===== config.mk =====
export PLATFORM = sky130hd
export DESIGN_NAME = fcc_front
export DESIGN_NICKNAME = d
export VERILOG_FILES = /design/src/rtl/fcc_pkg.sv /design/src/rtl/fcc_front.sv
export SDC_FILE = /design/constraint.sdc
export NUM_CORES = 1
export LEC_CHECK = 0
export ABC_AREA = 1
export BUFFER_PORTS_ARGS = -buffer_cell sky130_fd_sc_hd__buf_2
export CORE_UTILIZATION = 56
export CTS_CLUSTER_SIZE = 16
export DETAILED_ROUTE_END_ITERATION = 6
export PLACE_DENSITY_LB_ADDON = 0.08
export SLEW_MARGIN = 20
export SYNTH_ARGS = -nofsm -noshare
export SYNTH_HDL_FRONTEND = slang
export SYNTH_SLANG_ARGS = --single-unit
export TNS_END_PERCENT = 1

===== constraint.sdc =====
create_clock -name clk -period 6 [get_ports clk]
set_clock_uncertainty 0.2 [all_clocks]
set_input_delay 0.3 -clock clk [delete_from_list [all_inputs] [get_ports clk]]
set_output_delay 0.3 -clock clk [all_outputs]
set_load 0.1 [all_outputs]

===== src/rtl/fcc_pkg.sv =====
package fcc_pkg;

    localparam int ADDR_W   = 12;
    localparam int TEXEL_W  = 24;
    localparam int COLOR_W  = 23;
    localparam int COORD_W  = 11;
    localparam int DIST_W   = 24;
    localparam int MAG_W    = 20;
    localparam int PROD_W   = DIST_W + MAG_W;
    localparam int DVD_W    = 28;
    localparam int DVS_W    = 11;
    localparam int CNT_W    = 5;
    localparam int QUEUE_DEPTH = 2;

    localparam logic [1:0] OP_LOAD  = 2'd0;
    localparam logic [1:0] OP_ROW   = 2'd1;
    localparam logic [1:0] OP_PIXEL = 2'd2;

    localparam logic [2:0] REG_POS_X   = 3'd0;
    localparam logic [2:0] REG_POS_Y   = 3'd1;
    localparam logic [2:0] REG_DIR_X   = 3'd2;
    localparam logic [2:0] REG_DIR_Y   = 3'd3;
    localparam logic [2:0] REG_PLANE_X = 3'd4;
    localparam logic [2:0] REG_PLANE_Y = 3'd5;
    localparam logic [2:0] REG_WIDTH   = 3'd6;
    localparam logic [2:0] REG_HEIGHT  = 3'd7;

    localparam logic [23:0] RST_POS_X   = 24'd131072;
    localparam logic [23:0] RST_POS_Y   = 24'd131072;
    localparam logic [18:0] RST_DIR_X   = 19'h70000;
    localparam logic [18:0] RST_DIR_Y   = 19'd0;
    localparam logic [18:0] RST_PLANE_X = 19'd0;
    localparam logic [18:0] RST_PLANE_Y = 19'd43254;
    localparam logic [10:0] RST_WIDTH   = 11'd640;
    localparam logic [10:0] RST_HEIGHT  = 11'd480;

    localparam logic [COLOR_W-1:0] RGB_HALF_MASK = 23'h7F7F7F;
    localparam logic [DIST_W-1:0]  DIST_MAX      = 24'hFFFFFF;

    typedef struct packed {
        logic [1:0]          op;
        logic                which_texture;
        logic [ADDR_W-1:0]   texel_index;
        logic [TEXEL_W-1:0]  texel_value;
        logic [COORD_W-1:0]  row;
    } in_word_t;

    typedef struct packed {
        logic [COORD_W-1:0]  column;
        logic [COORD_W-1:0]  floor_row;
        logic [COORD_W-1:0]  ceiling_row;
        logic [COLOR_W-1:0]  floor_color;
        logic [COLOR_W-1:0]  ceiling_color;
        logic                last_in_row;
    } out_word_t;

    typedef enum logic [1:0] {
        CMD_LOAD,
        CMD_ROW,
        CMD_PIXEL
    } cmd_kind_t;

    typedef struct packed {
        cmd_kind_t           kind;
        logic                which_texture;
        logic [ADDR_W-1:0]   texel_index;
        logic [TEXEL_W-1:0]  texel_value;
        logic [COORD_W-1:0]  row;
    } cmd_t;

    typedef struct packed {
        logic [23:0]         pos_x;
        logic [23:0]         pos_y;
        logic signed [18:0]  dir_x;
        logic signed [18:0]  dir_y;
        logic signed [18:0]  plane_x;
        logic signed [18:0]  plane_y;
        logic [10:0]         width;
        logic [10:0]         height;
    } cfg_t;

    typedef struct packed {
        logic busy;
        logic row_done;
    } status_t;

    typedef enum logic [3:0] {
        ST_IDLE,
        ST_DIST,
        ST_MUL_SX,
        ST_DIV_SX,
        ST_WAIT_SX,
        ST_MUL_SY,
        ST_DIV_SY,
        ST_WAIT_SY,
        ST_MUL_WX,
        ST_ADD_WX,
        ST_MUL_WY,
        ST_ADD_WY,
        ST_ADDR,
        ST_PIX
    } back_state_t;

endpackage


===== src/rtl/fcc_front.sv =====
module fcc_front (
    input  logic                clk,
    input  logic                rst_n,
    input  logic                in_valid,
    output logic                in_stall,
    input  fcc_pkg::in_word_t   in_word,
    output logic                cmd_valid,
    output fcc_pkg::cmd_t       cmd,
    input  logic                cmd_pop
);

    localparam int PTR_W = $clog2(fcc_pkg::QUEUE_DEPTH);
    localparam int CNT_W = $clog2(fcc_pkg::QUEUE_DEPTH + 1);

    fcc_pkg::cmd_t      entry_reg [fcc_pkg::QUEUE_DEPTH];
    logic [PTR_W-1:0]   wr_ptr_reg;
    logic [PTR_W-1:0]   rd_ptr_reg;
    logic [CNT_W-1:0]   count_reg;
    fcc_pkg::cmd_t      decoded;
    logic               known_op;
    logic               accept;
    logic               push;
    logic               pop;

    // classify the op; an unused code is taken and dropped here
    always_comb
    begin
        decoded.which_texture = in_word.which_texture;
        decoded.texel_index   = in_word.texel_index;
        decoded.texel_value   = in_word.texel_value;
        decoded.row           = in_word.row;
        known_op              = 1'b1;
        case (in_word.op)
            fcc_pkg::OP_LOAD:  decoded.kind = fcc_pkg::CMD_LOAD;
            fcc_pkg::OP_ROW:   decoded.kind = fcc_pkg::CMD_ROW;
            fcc_pkg::OP_PIXEL: decoded.kind = fcc_pkg::CMD_PIXEL;
            default:
            begin
                decoded.kind = fcc_pkg::CMD_LOAD;
                known_op     = 1'b0;
            end
        endcase
    end

    assign in_stall  = count_reg == CNT_W'(fcc_pkg::QUEUE_DEPTH);
    assign accept    = in_valid && !in_stall;
    assign push      = accept && known_op;
    assign pop       = cmd_pop && cmd_valid;
    assign cmd_valid = count_reg != '0;
    assign cmd       = entry_reg[rd_ptr_reg];

    always_ff @(posedge clk or negedge rst_n)
    begin
        if (!rst_n)
        begin
            wr_ptr_reg <= '0;
            rd_ptr_reg <= '0;
            count_reg  <= '0;
        end
        else
        begin
            if (push)
            begin
                wr_ptr_reg <= wr_ptr_reg + 1'b1;
            end
            if (pop)
            begin
                rd_ptr_reg <= rd_ptr_reg + 1'b1;
            end
            if (push && !pop)
            begin
                count_reg <= count_reg + 1'b1;
            end
            else if (pop && !push)
            begin
                count_reg <= count_reg - 1'b1;
            end
        end
    end

    always_ff @(posedge clk)
    begin
        if (push)
        begin
            entry_reg[wr_ptr_reg] <= decoded;
        end
    end

endmodule


==> results.md, run 1 <==
* Outcome: finished, final reports clean
* RSZ-0062 raised after global routing: false
* Input/output buffers at between 100 and 150
* Worst-margin pin slew at between 900 and 1000 ps
* ANT cells at 0
* Syn avg cell area at approximately 13 µm²
* Crit path launch: rd_ptr_reg
* Num rows at 30
* Total wire length at 7645 µm
* Pins Over Slew Limit at 0
* Metal-1 WL at about 3000 µm
* Fin. Hold Viols at 0
* Fmax at between 300 and 400 MHz
* Setup bufs post-CTS at 0
* Mapped Area at between 3000 and 4000 µm²
* Synthesized instance count at ~300
* CTS Hold Bufs at 50
* Global-route wire length before repair at about 12000 µm
* Layout net count at just over 500
* Min-delay worst type: in -> reg
* CTS tree: yes
* CTS H-Tree Depth at 3
* Hpwl dp at roughly 4100 µm
* Worst-path fanout max at 52
* Root buffer cell: clkbuf_8
* Die X at 85.76 µm
* Total negative slack at 0 ps
* Synth Net Count at about 350
* Routed length on met3 at roughly 360 µm
* # setup viols final at 0
* Routed wl met2 at 4098 µm
* Vias in the first global route at roughly 2600
* Layout cell share with drive strength beyond 1 at 28.48%
* DRC violations left at 0
* Top sig layer: met4
* Drt via density at 4.818
* RR Startpoint: count_reg[0]
* Final min period at 2949 ps
* Antenna violations before repair at 0
* Crit path kind: reg -> out
* 1st-pass router iterations at 4
* Number of synthesized register bits at between 100 and 150
* Num CTS Buffers at 9
* Most frequent cells in the layout: 161 x nand2_1, 105 x buf_2, 100 x edfxtp_1
* Area grow syn2layout at 32.64%
* Die height at roughly 86 µm
* Worst EP arrival at 2450 ps
* Sequential area share after synthesis at approximately four fifths
* Clock sinks at 104
* DR vias at approximately 2700
* Final Wtd Congestion at roughly 0.68
* GR Util All Layers at 21.57%
* Beginning of the worst hold path: in_word[48]
* Grt total ovfl at 0
* Max FFs per register at 100
* Ports at 106
* Clock transition at the registers of the reported paths at around 90 ps
* Largest net degree at the start of global routing at 53
* Startpoint types: register
* Core footprint at a little under 7000 µm²
* Max Root-Sink Buffers at 2
* Die area at around 7400 µm²
* Post-route ant nets at 0
* Kind of end point of the critical path: primary output
* Synth Warn # at 0
* Post-CTS resize count at 0
* WL/cell at 13.75 µm
* Clock Latency Late Sink at 350 ps
* Commonest non-fill, non-tap cell in the layout: nand2_1
* Number of DRC violations after detailed-routing iteration 0 at slightly above 100
* Post-synthesis cell type count at 17
* Max cap viols at 0
* Critical Path RT at between 5000 and 6000 ps
* Initial Util at 57.83%
* Slew margin rel. at a little over a third
* Fin crit share at approximately half
## metrics by stage
| step | cell area [µm²] | setup WS (ps) | hold WS (ps) | utilization [%] | instances |
|---|---|---|---|---|---|
| global placement | 4496 | 3470 | -89.24 | 66.17 | 490 |
| global route | 5211 | 2853 | 62.98 | 76.70 | 556 |
| finish | 5211 | 3051 | 63.11 | 76.70 | 556 |
| detailed placement | 4496 | 3411 | -85.64 | 66.17 | 490 |
| floorplan | 3929 | 2650 | -195.6 | - | 299 |
| CTS | 5210 | 3017 | 52.38 | 76.69 | 556 |
## layer usage
| layer | track usage, % | vias up |
|---|---|---|
| li1 | - | 1305 |
| met3 | 4.331 | 18 |
| met5 | 0 | - |
| met4 | 10.30 | 0 |
| met1 | 25.37 | 1264 |
| met2 | 38.18 | 92 |
## cell usage after synthesis
master | count | share of area [%]
nand2_2 | 3 | 0.48
buf_2 | 4 | 0.51
buf_4 | 1 | 0.19
nor2_4 | 1 | 0.29
inv_4 | 1 | 0.16
edfxtp_1 | 100 | 76
nor2_1 | 3 | 0.29
xnor2_1 | 1 | 0.22
ha_1 | 1 | 0.32
buf_6 | 6 | 1.7
inv_1 | 6 | 0.57
nor2_2 | 1 | 0.16
nand3_1 | 3 | 0.38
inv_2 | 2 | 0.19
nand2_1 | 161 | 15
nand4_1 | 1 | 0.16
dfrtp_1 | 4 | 2.5
## critical path: stages (launching register included)
cell	delay [ps]
dfrtp_2	770
inv_4	570
nand2_1	160
nand2_1	110
buf_2	430
## logic make-up after synthesis
kind of cell               count (synthesis)  share of synthesized area [%]
and+or+nand+nor                          173                          17.13
DFF                                      104                          78.98
buffers and inverters                     20                          3.344
xor gates and xnor gates                   1                         0.2230
adders and majority gates                  1                         0.3184
## path summary, 6_finish.rpt
path,endpoint,slack (ps),cells past startpoint
hold / removal,entry_reg[0][49],60,2
setup reg to reg,entry_reg[1][21],3670,5
setup / recovery,cmd[41],3050,4
max in group asynchronous,rd_ptr_reg,5390,2
min in group asynchronous,count_reg[1],80,2
hold reg to reg,wr_ptr_reg,290,2
## final cells by class
type | instances | area [µm²]
repair buffers | 156 | 1033
clock inverters | 5 | 82.58
well taps | 96 | 120.1
inverters | 9 | 37.54
multi-input cells | 175 | 701.9
flip-flops and latches | 104 | 3104
clock buffers | 11 | 131.4
fillers | 436 | 1583
Power of run 1 is not shown: default switching activity piles up to over one toggle a cycle in this logic, so the estimate is an artifact.
==> inputs of run 2 (changes only) <==
CORE_UTILIZATION = 47   (was 56)
clock period = 2.5 ns   (was 6 ns; I/O delays follow)
==> run 2 against run 1 <==
Cell count up 3.1%. Non-clock buffer count grew 11. Critical path depth unchanged. Sequential cell count did not move. Setup slack got worse by 2700 ps. Cell area grew 17%. Register-to-register slack lost 3100 ps. First-iteration DRC count fell by 9.8%.
==> results.md, run 2 (synthesis gave the netlist of run 1 again) <==
* Post-route ant nets at 0
* Kind of end point of the critical path: primary output
* Placed cells at around 500
* Clock Latency Late Sink at between 300 and 400 ps
* Clock transition at the registers of the reported paths at 100 ps
* Worst slack, placed at between 600 and 700 ps
* RR Startpoint: count_reg[1]
* CTS tree: yes
* Fin. Hold Viols at 0
* CTS H-Tree Depth at 3
* Min-delay worst type: in -> reg
* Final Wtd Congestion at ~0.71
* 1st-pass router iterations at 4
* Drt via density at about 4.7
* Worst-margin pin slew at 514.3 ps
* Layout cell share with drive strength beyond 1 at between 20% and 30%
* Crit path kind: reg -> out
* Final instance count without filler cells at approximately 570
* DRC violations left at 0
* Multi-input gate area at approximately 710 µm²
* Die X at 93.43 µm
* Total wire length at about 7900 µm
* R2R cell count at 6
* RSZ-0062 raised after global routing: false
* Initial Util at around half
* Slew margin rel. at 65.71%
* Largest net degree at the start of global routing at between 50 and 60
* Pins Over Slew Limit at 0
* Setup bufs post-CTS at 0
* Fin crit share at around 87%
* Worst EP arrival at between 1500 and 2000 ps
* Outcome: finished, final reports clean
* Ports at 106
* Reg2reg end: entry_reg[0][24]
* Global-route wire length before repair at approximately 13000 µm
* Filler Cells Inserted at 484
* Register area at just over 3000 µm²
* Clock sinks at approximately 100
* Final min period at between 2000 and 2500 ps
* Max FFs per register at 100
* Worst Setup EP: cmd[40]
* # setup viols final at 0
* Post-route design area at around 6100 µm²
* Startpoint types: register
* Antenna violations before repair at 0
* Most frequent cells in the layout: 161 x nand2_1, 100 x edfxtp_1, 55 x dlygate4sd3_1, 55 x buf_2, 50 x buf_12
* Die height at between 90 and 100 µm
* R2R setup slack at just over 600 ps
* Hpwl dp at between 4000 and 5000 µm
* Root buffer cell: clkbuf_8
* Num CTS Buffers at 9
* Setup WS post-layout at 326.4 ps
* Area grow syn2layout at 54.55%
* ANT cells at 0
* Crit path launch: rd_ptr_reg
* Vias in the first global route at about 2700
* Worst-path fanout max at 51
* Core footprint at 7888 µm²
* WL/cell at roughly 14 µm
* DR vias at ~2700
* Input/output buffers at 105
* Grt total ovfl at 0
* Die area at roughly 8700 µm²
* Commonest non-fill, non-tap cell in the layout: nand2_1
* Num rows at 32
* GR Util All Layers at about a fifth
* Number of DRC violations after detailed-routing iteration 0 at 92
* Dpl cell area at approximately 5300 µm²
* Layout net count at 521
* Max cap viols at 0
* Fmax at 460.1 MHz
* Fin Hold WS at ~300 ps
* Max Root-Sink Buffers at 2
* Critical Path RT at 2170 ps
run 2: layout make-up:
type | count | share of cell area (%)
clock buffers | 10 | 2.102
clock inverters | 6 | 1.484
inverters | 9 | 0.5976
multi-input cells | 175 | 11.64
flip-flops and latches | 104 | 51.12
well taps | 102 | 2.102
repair buffers | 167 | 30.95
run 2: critical path, stage by stage (launching register included):
cell and delay [ps]:
dfrtp_2 560, inv_4 450, nand2_1 130, nand2_1 160, buf_12 190
run 2: per-layer routing:
metal  global-route usage (%)  wire length (µm)
met4                    7.179                91
met1                    24.80              3477
met2                    33.33              4039
met5                        0                 0
met3                    4.959               337
run 2: worst min path at each step:
stage                      from                to  slack [ps]  depth (start not counted)
floorplan                 rst_n      count_reg[0]        -370                          0
global placement          rst_n        wr_ptr_reg        -260                          1
detailed placement        rst_n        wr_ptr_reg        -260                          1
CTS                  in_word[1]   entry_reg[1][1]         280                          2
global route        in_word[30]  entry_reg[1][30]         270                          2
finish              in_word[35]  entry_reg[1][35]         290                          2
run 2: metrics by stage:
step,TNS [ps],utilization (%)
final,0,76.98
after global routing,0,76.98
after CTS,0,76.98
after detailed placement,0,67.24
after global placement,0,67.24
after floorplan,-2902,-
run 2: repair_timing:
action / in CTS / in global routing
hold endpoints to repair: 106 / 0
hold buffers: 55 / 0
gates resized for setup: 0 / 0
Power of run 2 is left out for the same reason.
==> inputs of run 3 (changes only) <==
ABC_AREA = 0   (was 1)
==> run 3 against run 2 <==
Cell area shrank 10%. Highest routed layer unchanged. Routed wire length is 15% lower. Setup slack lost 150 ps. Via count decreased by 20%. Register-to-register slack improved by 110 ps. Cell count decreased by 20%.
==> results.md, run 3 <==
* 1st-pass router iterations at 4
* Max Root-Sink Buffers at 2
* Critical Path RT at ~2200 ps
* Max cap viols at 0
* Outcome: finished, final reports clean
* Number of DRC violations after detailed-routing iteration 0 at 67
* DR vias at about 2100
* Crit-path max cell delay at 720 ps
* Clock Latency Late Sink at about 340 ps
* CTS H-Tree Depth at 3
* Mapped Area at between 4000 and 5000 µm²
* Final min period at roughly 2300 ps
* Worst slack, placed at a little over 500 ps
* Synth Net Count at roughly 230
* Synthesized instance count at approximately 180
* Post-synth top cells: 100 x edfxtp_1, 49 x mux2_4, 5 x buf_12
* WL/cell at around 15 µm
* Cell taking the most area after synthesis: edfxtp_1
* Final instance count without filler cells at 460
* Die area at between 9000 and 10000 µm²
* Clock transition at the registers of the reported paths at around 90 ps
* Main area contributors after synthesis: edfxtp_1 73%, mux2_4 18%, buf_12 2.4%
* Setup WS post-layout at between 150 and 200 ps
* Buffer and inverter count on the worst path at 2
* Antenna violations before repair at 0
* Min-delay worst type: in -> reg
* Most frequent cells in the layout: 105 x buf_2, 100 x edfxtp_1, 55 x dlygate4sd3_1
* Crit path max-delay family: flip-flops
* Worst-margin pin slew at 506.9 ps
* Root buffer cell: clkbuf_8
* Fin Hold WS at between 200 and 300 ps
* DRC violations left at 0
* Drt via density at about 4.7
* Worst-path fanout max at 25
* Synth Warn # at 0
* Fin. Hold Viols at 0
* Post-route ant nets at 0
* Fmax at 429.5 MHz
* Post-synthesis cell type count at 16
* Num CTS Buffers at 9
* Startpoint types: register
* Total wire length at around 6800 µm
* Sequential area share after synthesis at roughly 76%
* Most frequent cell after synthesis: edfxtp_1
* Filler Cells Inserted at about 620
* Core footprint at 8341 µm²
* Initial Util at 49.08%
* Max FFs per register at 100
* Hpwl dp at 4354 µm
* Layout cell share with drive strength beyond 1 at 51.55%
* EDFF count, synth at 100
* Crit-path cells: buf_4 > mux2_4 > buf_2
* Vias in the first global route at about 2200
* Top_reg_cell synth: edfxtp_1
* Asr flop ratio synth at under 10%
* Setup bufs post-CTS at 0
* Commonest non-fill, non-tap cell in the layout: buf_2
* Number of synthesized register bits at about 100
* CTS tree: yes
* Ports at between 100 and 150
* # setup viols final at 0
* Global-route wire length before repair at 10200 µm
* Final Wtd Congestion at around 0.65
* Slew margin rel. at between 60% and 70%
* Clock sinks at around 100
* Pins Over Slew Limit at 0
* Share of the synthesized area in the top cell type at between 70 and 80%
* Crit path kind: reg -> out
* RSZ-0062 raised after global routing: false
* Num rows at 33
* Die X at 95.33 µm
* Die height at ~95 µm
* Syn avg cell area at approximately 23 µm²
* Fin crit share at just over 90%
* Placed cells at about 400
* Input/output buffers at between 100 and 150
* Layout net count at between 400 and 500
* Worst EP arrival at roughly 2000 ps
* Largest net degree at the start of global routing at 28
* GR Util All Layers at between 10% and 20%
* ANT cells at 0
* Area grow syn2layout at 33.22%
* Kind of end point of the critical path: primary output
* Slowest CP cell: dfrtp_4
* Grt total ovfl at 0
run 3: changes by cell type after synthesis, sizes merged:
| cell | previous run | this run |
|---|---|---|
| xnor2 | 1 | 3 |
| nor2 | 5 | 3 |
| xor2 | 0 | 2 |
| nand3b | 0 | 1 |
| nor2b | 0 | 3 |
| buf | 11 | 6 |
| or2 | 0 | 1 |
| inv | 9 | 2 |
| mux2 | 0 | 50 |
| nand3 | 3 | 0 |
| nand2 | 164 | 2 |
| nand4 | 1 | 0 |
run 3: final timing paths:
kind | slack, ps | start | cells after the start | endpoint
setup reg to reg | 730 | count_reg[1] | 4 | entry_reg[1][33]
hold reg to reg | 300 | count_reg[1] | 1 | count_reg[1]
hold / removal | 290 | in_word[32] | 2 | entry_reg[1][32]
min in group asynchronous | 470 | rst_n | 3 | rd_ptr_reg
setup / recovery | 170 | rd_ptr_reg | 3 | cmd[32]
max in group asynchronous | 1440 | rst_n | 3 | rd_ptr_reg
run 3: logic make-up after synthesis:
family        share of synthesized area (%)
simple gates                          1.681
flops                                 75.79
fa+ha+maj                            0.3056
buf+inv                               2.904
mux                                   18.25
xor+xnor                              1.070
run 3: worst reg2reg max path, delay by kind of cell (launching register included):
| family | cells | cell delay, ps |
|---|---|---|
| flops | 1 | 410 |
| buf+inv | 1 | 350 |
| simple gates | 3 | 460 |
run 3: final cells by class:
type | count | area [µm²] | share of cell area (%)
Tap cell | 105 | 131.4 | 2.409
Multi-Input combinational cell | 66 | 887.1 | 16.27
Inverter | 2 | 7.507 | 0.1376
Sequential cell | 104 | 3107 | 56.96
Timing Repair Buffer | 168 | 1136 | 20.83
Clock inverter | 5 | 57.56 | 1.055
Clock buffer | 10 | 127.6 | 2.340
run 3: what timing repair did:
item                      4_1_cts  5_1_grt
hold endpoints to repair      106        0
resized for setup               0        0
hold buffers                   55        0
run 3: metal layers:
layer / vias to the layer above / global-route usage (%) / share of wire [%]
li1: 1032 / - / -
met1: 1050 / 18.72 / 43
met2: 57 / 26.67 / 52
met3: 5 / 2.951 / 4.1
met4: 0 / 7.197 / 0.90
met5: - / 0 / 0
run 3: per-stage QoR:
| stage | utilization (%) | TNS (ps) | cell area, µm² |
|---|---|---|---|
| after global placement | 56.57 | 0 | 4718 |
| after detailed placement | 56.57 | 0 | 4718 |
| after floorplan | - | -39620 | 4099 |
| after CTS | 65.39 | 0 | 5454 |
| final | 65.39 | 0 | 5454 |
| after global routing | 65.39 | 0 | 5454 |
Power of run 3 is left out for the same reason.
